<file path="src/rtl/rth_pkg.sv">
// rgb to hue package: widths, the divider transaction type and shared constants
// no dependencies; used by every module of the rgb_to_hue_unit block
`timescale 1ns / 1ps

package rth_pkg;

  // channel and hue widths
  localparam int unsigned CHANNEL_BITS = 8;
  localparam int unsigned HUE_BITS     = 16;

  // divisor is six times the chroma, so three bits wider than a channel
  localparam int unsigned DEN_BITS = CHANNEL_BITS + 3;
  // signed working width of the sector numerator
  localparam int unsigned SUM_BITS = CHANNEL_BITS + 4;

  // sector offsets in units of the chroma
  localparam int unsigned GREEN_OFFSET = 2;
  localparam int unsigned BLUE_OFFSET  = 4;
  localparam int unsigned TURN_SECTORS = 6;

  typedef logic [CHANNEL_BITS-1:0] chan_t;
  typedef logic [DEN_BITS-1:0]     den_t;
  typedef logic [HUE_BITS-1:0]     hue_t;

  // partial division handed from one cell to the next
  typedef struct packed {
    den_t rem;  // running remainder, always below den
    den_t den;  // divisor, six times the chroma (one for a gray pixel)
    hue_t quo;  // quotient bits gathered so far, lsb most recent
  } div_t;

endpackage

</file>
<file path="src/rtl/rth_if.sv">
// rgb to hue channel interfaces: pixel input and hue result, valid/ready handshake
// depends on rth_pkg for the payload widths
`timescale 1ns / 1ps

interface rth_pix_if;
  logic          valid;
  logic          ready;
  rth_pkg::chan_t red;
  rth_pkg::chan_t green;
  rth_pkg::chan_t blue;

  modport source (output valid, output red, output green, output blue, input ready);
  modport sink (input valid, input red, input green, input blue, output ready);
endinterface

interface rth_hue_if;
  logic          valid;
  logic          ready;
  rth_pkg::hue_t hue_turn;

  modport source (output valid, output hue_turn, input ready);
  modport sink (input valid, input hue_turn, output ready);
endinterface

</file>
<file path="src/rtl/rth_prep.sv">
// rgb to hue front stage: max, min, chroma, sector numerator and divisor
// depends on rth_pkg; feeds the first divider cell
`timescale 1ns / 1ps

module rth_prep (
  input  logic           clk_i,
  input  logic           rst_ni,
  input  logic           in_valid_i,
  output logic           in_ready_o,
  input  rth_pkg::chan_t red_i,
  input  rth_pkg::chan_t green_i,
  input  rth_pkg::chan_t blue_i,
  output logic           out_valid_o,
  input  logic           out_ready_i,
  output rth_pkg::div_t  out_data_o
);

  logic signed [rth_pkg::SUM_BITS-1:0] r_s, g_s, b_s, hi_s, lo_s, c_s, n_s;
  logic signed [rth_pkg::SUM_BITS-1:0] six_c;
  rth_pkg::div_t data_d, data_q;
  logic valid_q;
  logic load;

  // widen channels to signed working width
  assign r_s = $signed({{(rth_pkg::SUM_BITS-rth_pkg::CHANNEL_BITS){1'b0}}, red_i});
  assign g_s = $signed({{(rth_pkg::SUM_BITS-rth_pkg::CHANNEL_BITS){1'b0}}, green_i});
  assign b_s = $signed({{(rth_pkg::SUM_BITS-rth_pkg::CHANNEL_BITS){1'b0}}, blue_i});

  // max, min and chroma
  always_comb begin
    hi_s = (r_s > g_s) ? r_s : g_s;
    hi_s = (hi_s > b_s) ? hi_s : b_s;
    lo_s = (r_s < g_s) ? r_s : g_s;
    lo_s = (lo_s < b_s) ? lo_s : b_s;
    c_s  = hi_s - lo_s;
  end

  assign six_c = c_s * $signed(SUM_BITS_SIX());

  function automatic logic signed [rth_pkg::SUM_BITS-1:0] SUM_BITS_SIX();
    SUM_BITS_SIX = rth_pkg::SUM_BITS'(rth_pkg::TURN_SECTORS);
  endfunction

  // sector numerator, green tested first, then blue; gray gets divisor one
  always_comb begin
    if (hi_s == g_s) begin
      n_s = (b_s - r_s) + c_s * $signed(rth_pkg::SUM_BITS'(rth_pkg::GREEN_OFFSET));
    end else if (hi_s == b_s) begin
      n_s = (r_s - g_s) + c_s * $signed(rth_pkg::SUM_BITS'(rth_pkg::BLUE_OFFSET));
    end else begin
      n_s = g_s - b_s;
      if (n_s < 0) begin
        n_s = n_s + six_c;
      end
    end
    if (c_s == 0) begin
      data_d.rem = '0;
      data_d.den = rth_pkg::DEN_BITS'(1);
    end else begin
      data_d.rem = n_s[rth_pkg::DEN_BITS-1:0];
      data_d.den = six_c[rth_pkg::DEN_BITS-1:0];
    end
    data_d.quo = '0;
  end

  // stage handshake
  assign in_ready_o = !valid_q || out_ready_i;
  assign load       = in_valid_i && in_ready_o;

  always_ff @(posedge clk_i or negedge rst_ni) begin
    if (!rst_ni) begin
      valid_q <= 1'b0;
    end else if (in_ready_o) begin
      valid_q <= in_valid_i;
    end
  end

  always_ff @(posedge clk_i) begin
    if (load) begin
      data_q <= data_d;
    end
  end

  assign out_valid_o = valid_q;
  assign out_data_o  = data_q;

endmodule

</file>
<file path="src/rtl/rth_div_cell.sv">
// rgb to hue divider cell: one restoring step, one quotient bit per cell
// depends on rth_pkg; cells are chained in rgb_to_hue_unit
`timescale 1ns / 1ps

module rth_div_cell (
  input  logic          clk_i,
  input  logic          rst_ni,
  input  logic          in_valid_i,
  output logic          in_ready_o,
  input  rth_pkg::div_t in_data_i,
  output logic          out_valid_o,
  input  logic          out_ready_i,
  output rth_pkg::div_t out_data_o
);

  logic [rth_pkg::DEN_BITS:0] rem2, diff;
  logic                       take;
  rth_pkg::div_t              data_d, data_q;
  logic                       valid_q;
  logic                       load;

  // double the remainder and try the divisor
  always_comb begin
    rem2 = {in_data_i.rem, 1'b0};
    diff = rem2 - {1'b0, in_data_i.den};
    take = (rem2 >= {1'b0, in_data_i.den});
    data_d.den = in_data_i.den;
    data_d.rem = take ? diff[rth_pkg::DEN_BITS-1:0] : rem2[rth_pkg::DEN_BITS-1:0];
    data_d.quo = {in_data_i.quo[rth_pkg::HUE_BITS-2:0], take};
  end

  // stage handshake
  assign in_ready_o = !valid_q || out_ready_i;
  assign load       = in_valid_i && in_ready_o;

  always_ff @(posedge clk_i or negedge rst_ni) begin
    if (!rst_ni) begin
      valid_q <= 1'b0;
    end else if (in_ready_o) begin
      valid_q <= in_valid_i;
    end
  end

  always_ff @(posedge clk_i) begin
    if (load) begin
      data_q <= data_d;
    end
  end

  assign out_valid_o = valid_q;
  assign out_data_o  = data_q;

endmodule

</file>
<file path="src/rtl/rgb_to_hue_unit.sv">
// rgb to hue top level: front stage plus a chain of divider cells
// depends on rth_pkg, rth_if, rth_prep and rth_div_cell
`timescale 1ns / 1ps

// Converts one 8-bit RGB pixel to its HSV hue as an unsigned 16-bit fraction of a
// turn (0 red, one third green, two thirds blue; gray gives 0), truncated. A new
// pixel is taken every clock while the output does not stall; each result passes through
// one front stage forming max, min, chroma and sector numerator, then a chain of
// 16 divider cells that each resolve one quotient bit against six times the
// chroma. Every stage has its own valid and ready, so the chain keeps filling
// while a finished hue waits at the output.
module rgb_to_hue_unit (
  input logic    clk_i,
  input logic    rst_ni,
  rth_pix_if.sink   pix_i,
  rth_hue_if.source hue_o
);

  logic          stg_valid [0:rth_pkg::HUE_BITS];
  logic          stg_ready [0:rth_pkg::HUE_BITS];
  rth_pkg::div_t stg_data  [0:rth_pkg::HUE_BITS];

  // front stage
  rth_prep u_prep (
    .clk_i      (clk_i),
    .rst_ni     (rst_ni),
    .in_valid_i (pix_i.valid),
    .in_ready_o (pix_i.ready),
    .red_i      (pix_i.red),
    .green_i    (pix_i.green),
    .blue_i     (pix_i.blue),
    .out_valid_o(stg_valid[0]),
    .out_ready_i(stg_ready[0]),
    .out_data_o (stg_data[0])
  );

  // divider chain, msb of the quotient first
  for (genvar k = 0; k < rth_pkg::HUE_BITS; k++) begin : g_cell
    rth_div_cell u_cell (
      .clk_i      (clk_i),
      .rst_ni     (rst_ni),
      .in_valid_i (stg_valid[k]),
      .in_ready_o (stg_ready[k]),
      .in_data_i  (stg_data[k]),
      .out_valid_o(stg_valid[k+1]),
      .out_ready_i(stg_ready[k+1]),
      .out_data_o (stg_data[k+1])
    );
  end

  // result channel
  assign stg_ready[rth_pkg::HUE_BITS] = hue_o.ready;
  assign hue_o.valid    = stg_valid[rth_pkg::HUE_BITS];
  assign hue_o.hue_turn = stg_data[rth_pkg::HUE_BITS].quo;

  // divisor is never zero leaving the front stage
  a_den_nonzero: assert property (@(posedge clk_i) disable iff (!rst_ni)
    stg_valid[0] |-> (stg_data[0].den != '0))
    else $error("zero divisor entered the divider chain");

  // remainder stays below the divisor at the end of the chain
  a_rem_below_den: assert property (@(posedge clk_i) disable iff (!rst_ni)
    hue_o.valid |-> (stg_data[rth_pkg::HUE_BITS].rem < stg_data[rth_pkg::HUE_BITS].den))
    else $error("divider remainder not below divisor");

  // an empty output stage lets the whole chain advance
  a_ready_when_drained: assert property (@(posedge clk_i) disable iff (!rst_ni)
    (!hue_o.valid && hue_o.ready) |-> pix_i.ready)
    else $error("input stalled although the output is free");

endmodule

</file>
<file path="src/flat_wrapper.sv">
// flat-port wrapper written by rule: the top's interface ports become plain ports
module rgb_to_hue_unit_flat 
  (clk_i, rst_ni, pix_i_valid, pix_i_red, pix_i_green, pix_i_blue, pix_i_ready, hue_o_valid, hue_o_hue_turn, hue_o_ready);
  rth_pix_if pix_i_i ();
  rth_hue_if hue_o_i ();
  input logic clk_i;
  input logic rst_ni;
  input wire logic [$bits(pix_i_i.valid)-1:0] pix_i_valid;
  input wire logic [$bits(pix_i_i.red)-1:0] pix_i_red;
  input wire logic [$bits(pix_i_i.green)-1:0] pix_i_green;
  input wire logic [$bits(pix_i_i.blue)-1:0] pix_i_blue;
  output wire logic [$bits(pix_i_i.ready)-1:0] pix_i_ready;
  output wire logic [$bits(hue_o_i.valid)-1:0] hue_o_valid;
  output wire logic [$bits(hue_o_i.hue_turn)-1:0] hue_o_hue_turn;
  input wire logic [$bits(hue_o_i.ready)-1:0] hue_o_ready;
  assign pix_i_i.valid = pix_i_valid;
  assign pix_i_i.red = pix_i_red;
  assign pix_i_i.green = pix_i_green;
  assign pix_i_i.blue = pix_i_blue;
  assign pix_i_ready = pix_i_i.ready;
  assign hue_o_valid = hue_o_i.valid;
  assign hue_o_hue_turn = hue_o_i.hue_turn;
  assign hue_o_i.ready = hue_o_ready;
  rgb_to_hue_unit u_core (.clk_i(clk_i), .rst_ni(rst_ni), .pix_i(pix_i_i), .hue_o(hue_o_i));
endmodule
</file>
<file path="config.mk">
export PLATFORM = sky130hd
export DESIGN_NAME = rgb_to_hue_unit_flat
export DESIGN_NICKNAME = d
export VERILOG_FILES = /design/src/rtl/rth_pkg.sv /design/src/rtl/rth_if.sv /design/src/rtl/rth_prep.sv /design/src/rtl/rth_div_cell.sv /design/src/rtl/rgb_to_hue_unit.sv /design/src/flat_wrapper.sv
export SDC_FILE = /design/constraint.sdc
export NUM_CORES = 1
export LEC_CHECK = 0
export ABC_AREA = 1
export BUFFER_PORTS_ARGS = -buffer_cell sky130_fd_sc_hd__buf_2
export CAP_MARGIN = 20
export CORE_MARGIN = 2
export CORE_UTILIZATION = 60
export CTS_BUF_LIST = sky130_fd_sc_hd__clkbuf_8
export CTS_CLUSTER_SIZE = 14
export DETAILED_ROUTE_END_ITERATION = 8
export GPL_ROUTABILITY_DRIVEN = 0
export PLACE_DENSITY = 0.74
export REMOVE_ABC_BUFFERS = 1
export SLEW_MARGIN = 20
export SYNTH_ARGS = -nofsm -noshare
export SYNTH_HDL_FRONTEND = slang
export SYNTH_SLANG_ARGS = --single-unit
</file>
<file path="constraint.sdc">
create_clock -name clk_i -period 4.08 [get_ports clk_i]
set_input_delay 0.204 -clock clk_i [delete_from_list [all_inputs] [get_ports clk_i]]
set_output_delay 0.204 -clock clk_i [all_outputs]
set_load 0.01 [all_outputs]
</file>
==> flow_summary_export.csv <==
group,metric,value,unit
outcome,status,"complete, but fails checks",
outcome,failed_checks,"setup timing",
synth,synth_top_area_frac,0.5175,
worst_setup_path,cp_slowest_stage_delay,0.42,ns
synth,ys_warn_count,0,
cts,cts.sinks,505,
synth,synthArstFlopShare,0.03366,
worst_setup_path,cp_data_arrival_time,6.46,ns
synth,synth.avg_cell_area,10.36,um2
global_route,grt_pass1_vias,21120,
drt,num_vias,20660,
worst_setup_path,crit_fanout,8,
worst_setup_path,worstSetupPathType,"in2reg",
cells_and_area,drive_gt1_frac,0.1975,
die,die_h,221.3,um
synth,yosysUniqueCellTypes,49,
worst_setup_path,cp_slowest_cell,"fa_2",
die,num_rows,79,
timing,slew_viol_final,0,
die,die_w,221.3,um
cts,cts_tree,"yes",
drt,wl_per_cell,16.55,um
power_and_ir_drop,powerDensity,933.6,mW/mm2
timing,worst_pin_slew,1.063,ns
cts,clock-root-buffer,"clkbuf_8",
timing,setup_viol,22,
power_and_ir_drop,total_power,31.29,mW
timing,period_minus_slack,6.026,ns
global_route,antenna_found_initial,0,
power_and_ir_drop,peakVddDrop,0.002530,V
cts,htreeDepth,3,
worst_setup_path,endpoint_kind,"flip-flop",
drt,drc_errors,0,
min_path,hp-class,"in2reg",
die,coreArea,0.04656,mm2
synth,seq_area_frac_synth,0.5325,
timing,final.setup.worst_slack,-1.946,ns
drt,drt_pass1_iterations,5,
global_route,grt_max_degree,38,
timing,maxSlewHeadroom,0.2906,
drt,routed_via_density,5.502,
global_route,overflow,0,
synth,yosys_register_bits,505,
cells_and_area,nets,3398,
worst_setup_path,worstSetupStartpointType,"input pin",
timing,rsz0062_at_grt,"yes",
cells_and_area,n_fill_cell,3050,
worst_setup_path,cp_top_family,"simple AND/OR/NAND/NOR gates",
global_route,grt_pass1_wl,100.1,mm
timing,finClkSkew,0.04324,ns
die,die-area,0.04895,mm2
synth,synthCells,2734,
timing,finalHoldViolCount,0,
timing,max_freq,165.9,MHz
cts,clk_pin_slew,0.09,ns
timing,fin_crit_sh,1.477,
global_route,grt-busiest-layer,"met2",
synth,ys.flop_type,"edfxtp_1",
global_route,track_usage,0.2519,
worst_setup_path,crit_top_cell,"nand2_1",
synth,yosysTopAreaCell,"edfxtp_1",
global_route,use_met3,0.04196,
placed_design,io_buffers,45,
synth,synth_enable_flop_cells,488,
worst_setup_path,crit_required,4.51,ns
placed_design,hpwl,44.97,mm
synth,synth.area.top_cells,"edfxtp_1 (52%), ha_1 (12%), inv_1 (6.5%), nand2_1 (5.7%), xor2_1 (4.5%)",
cells_and_area,syn2layout_area_growth,18.36,%
cts,clk_path_buf_depth,3,
global_route,use_met1,0.2837,
drt,ant_nets,0,
synth,synth_area,0.02832,mm2
placed_design,placed_cell_area,0.03061,mm2
die,start_util,0.6083,
flow_run,drv_cap,0,
global_route,use_met2,0.4649,
cts,clk_latency,0.67,ns
timing,fin_worst_hold_slack,0.2265,ns
drt,drtIter0Drc,1469,
cells_and_area,stdcell_area,0.03352,mm2
worst_setup_path,crit_buf_inv,9,
die,io_pins,46,
cts,cts_buffers,81,
cells_and_area,diodes,0,
power_and_ir_drop,p_leak,15.23,nW
drt,wl,62.17,mm
-- cell type report --
class / count / area (um2) / share of cell area
repair buffers: 305 / 2322 / 0.06928
well taps: 607 / 759.5 / 0.02266
clock inverters: 65 / 332.8 / 0.009929
inverters: 521 / 1984 / 0.05920
clock buffers: 82 / 1129 / 0.03367
flip-flops and latches: 505 / 15080 / 0.4499
multi-input cells: 1671 / 11910 / 0.3554
-- synth_stat cells (2+ instances only) --
library cell / number
inv_1: 493
a31oi_1: 8
edfxtp_1: 488
o31ai_1: 4
buf_2: 3
nor2_4: 8
clkbuf_1: 31
dfrtp_1: 17
nor4_1: 8
xnor2_1: 28
nor2_1: 146
nand4_1: 35
a211oi_1: 20
a211o_1: 5
fa_1: 23
a21oi_2: 2
o21bai_1: 26
nand3_1: 51
nand2_2: 11
o21ai_2: 12
xor2_1: 147
buf_6: 3
a21oi_1: 157
nand3_2: 5
o21ai_1: 14
nand2_4: 4
ha_1: 262
inv_2: 26
o211ai_1: 4
nor3_1: 20
o21ai_0: 201
or2_2: 5
o221ai_1: 6
o21a_1: 5
nand3b_1: 2
nor2_2: 13
a21o_1: 2
nand2_1: 428
-- path summary, 6_finish.rpt --
| check | from | end | slack (ns) | cells after the start |
|---|---|---|---|---|
| max | pix_i_red[0] | u_core.u_prep.out_data_o[36] | -1.95 | 45 |
| min | pix_i_red[0] | u_core.u_prep.out_data_o[27] | 0.23 | 4 |
| max reg2reg | u_core.g_cell[11].u_cell.out_data_o[28] | u_core.g_cell[12].u_cell.out_data_o[34] | 0.35 | 15 |
| min reg2reg | u_core.g_cell[6].u_cell.out_data_o[4] | u_core.g_cell[7].u_cell.out_data_o[5] | 0.39 | 0 |
| max in group asynchronous | rst_ni | u_core.g_cell[3].u_cell.out_valid_o | 2.82 | 3 |
| min in group asynchronous | rst_ni | u_core.g_cell[9].u_cell.out_valid_o | 0.71 | 3 |
-- placed cells by master, fill, tap and decap left out, types with 20 or more instances in the layout --
master / synthesis / layout
nand2_1: 428 / 408
xor2_1: 147 / 142
buf_4: 1 / 244
edfxtp_1: 488 / 488
nor2_2: 13 / 26
inv_1: 493 / 505
buf_6: 3 / 20
clkbuf_8: 0 / 82
fa_1: 23 / 20
nand2_2: 11 / 28
nand4_1: 35 / 35
buf_2: 3 / 33
nand3_1: 51 / 45
a21oi_1: 157 / 140
o21bai_1: 26 / 23
o21ai_1: 14 / 21
ha_4: 0 / 23
o21ai_0: 201 / 189
xnor2_1: 28 / 25
clkinv_1: 1 / 21
nor2_1: 146 / 129
ha_1: 262 / 238
inv_2: 26 / 35
-- routing by layer --
layer / vias up / share of wire
met3: 269 / 0.057
met4: 0 / 0.049
li1: 9887 / -
met1: 9806 / 0.37
met2: 702 / 0.52
met5: - / 0
-- worst reg2reg max path, stage by stage (launching register included) --
cell	delay (ns)
edfxtp_1	0.43
ha_1	0.37
nand2_1	0.15
nor2_1	0.09
a211oi_1	0.51
o221ai_1	0.30
a21oi_1	0.21
o21bai_1	0.13
a21oi_1	0.15
inv_1	0.05
a21oi_1	0.21
inv_1	0.07
nand2_1	0.06
nand4_1	0.18
clkinvlp_4	0.33
o21ai_0	0.19
-- what timing repair did --
action,4_1_cts,5_1_grt
gates cloned,1,0
buffers inserted,48,19
hold endpoints to repair,21,0
endpoints found under the setup margin,22,24
resized for setup,128,75
pin swaps,62,71
hold buffers,4,0
-- through the flow --
| stage | cells | util | setup slack [ns] | setup TNS, ns |
|---|---|---|---|---|
| floorplan | 2696 | - | -2.958 | -42.29 |
| CTS | 3740 | 0.7102 | -1.461 | -15.84 |
| finish | 3756 | 0.7200 | -1.946 | -26.29 |
| global route | 3756 | 0.7200 | -2.354 | -32.01 |
| global placement | 3542 | 0.6574 | -2.515 | -37.71 |
| detailed placement | 3542 | 0.6574 | -2.743 | -41.32 |
-- kinds of logic after synthesis --
| family | after synthesis | share of synthesized area |
|---|---|---|
| simple gates | 740 | 0.1130 |
| buf+inv | 559 | 0.07524 |
| flops | 505 | 0.5325 |
| compound gates | 470 | 0.09313 |
| fa+ha+maj | 285 | 0.1320 |
| xor+xnor | 175 | 0.05412 |
-- power breakdown --
part | leakage (nW) | internal, mW | switching, mW
Combinational | 9.45 | 8.10 | 10.0
Clock | 0.852 | 1.96 | 2.01
Sequential | 4.94 | 8.37 | 0.820
-- flip-flops by register name (all words and copies together) (netlist names) --
name and count:
u_core.g_cell.u_cell.out_data_o 466, u_core.u_prep.out_valid_o 1, u_core.u_prep.out_data_o 22, u_core.g_cell.u_cell.out_valid_o 16
No activity file was read; power rests on OpenSTA's default activity.
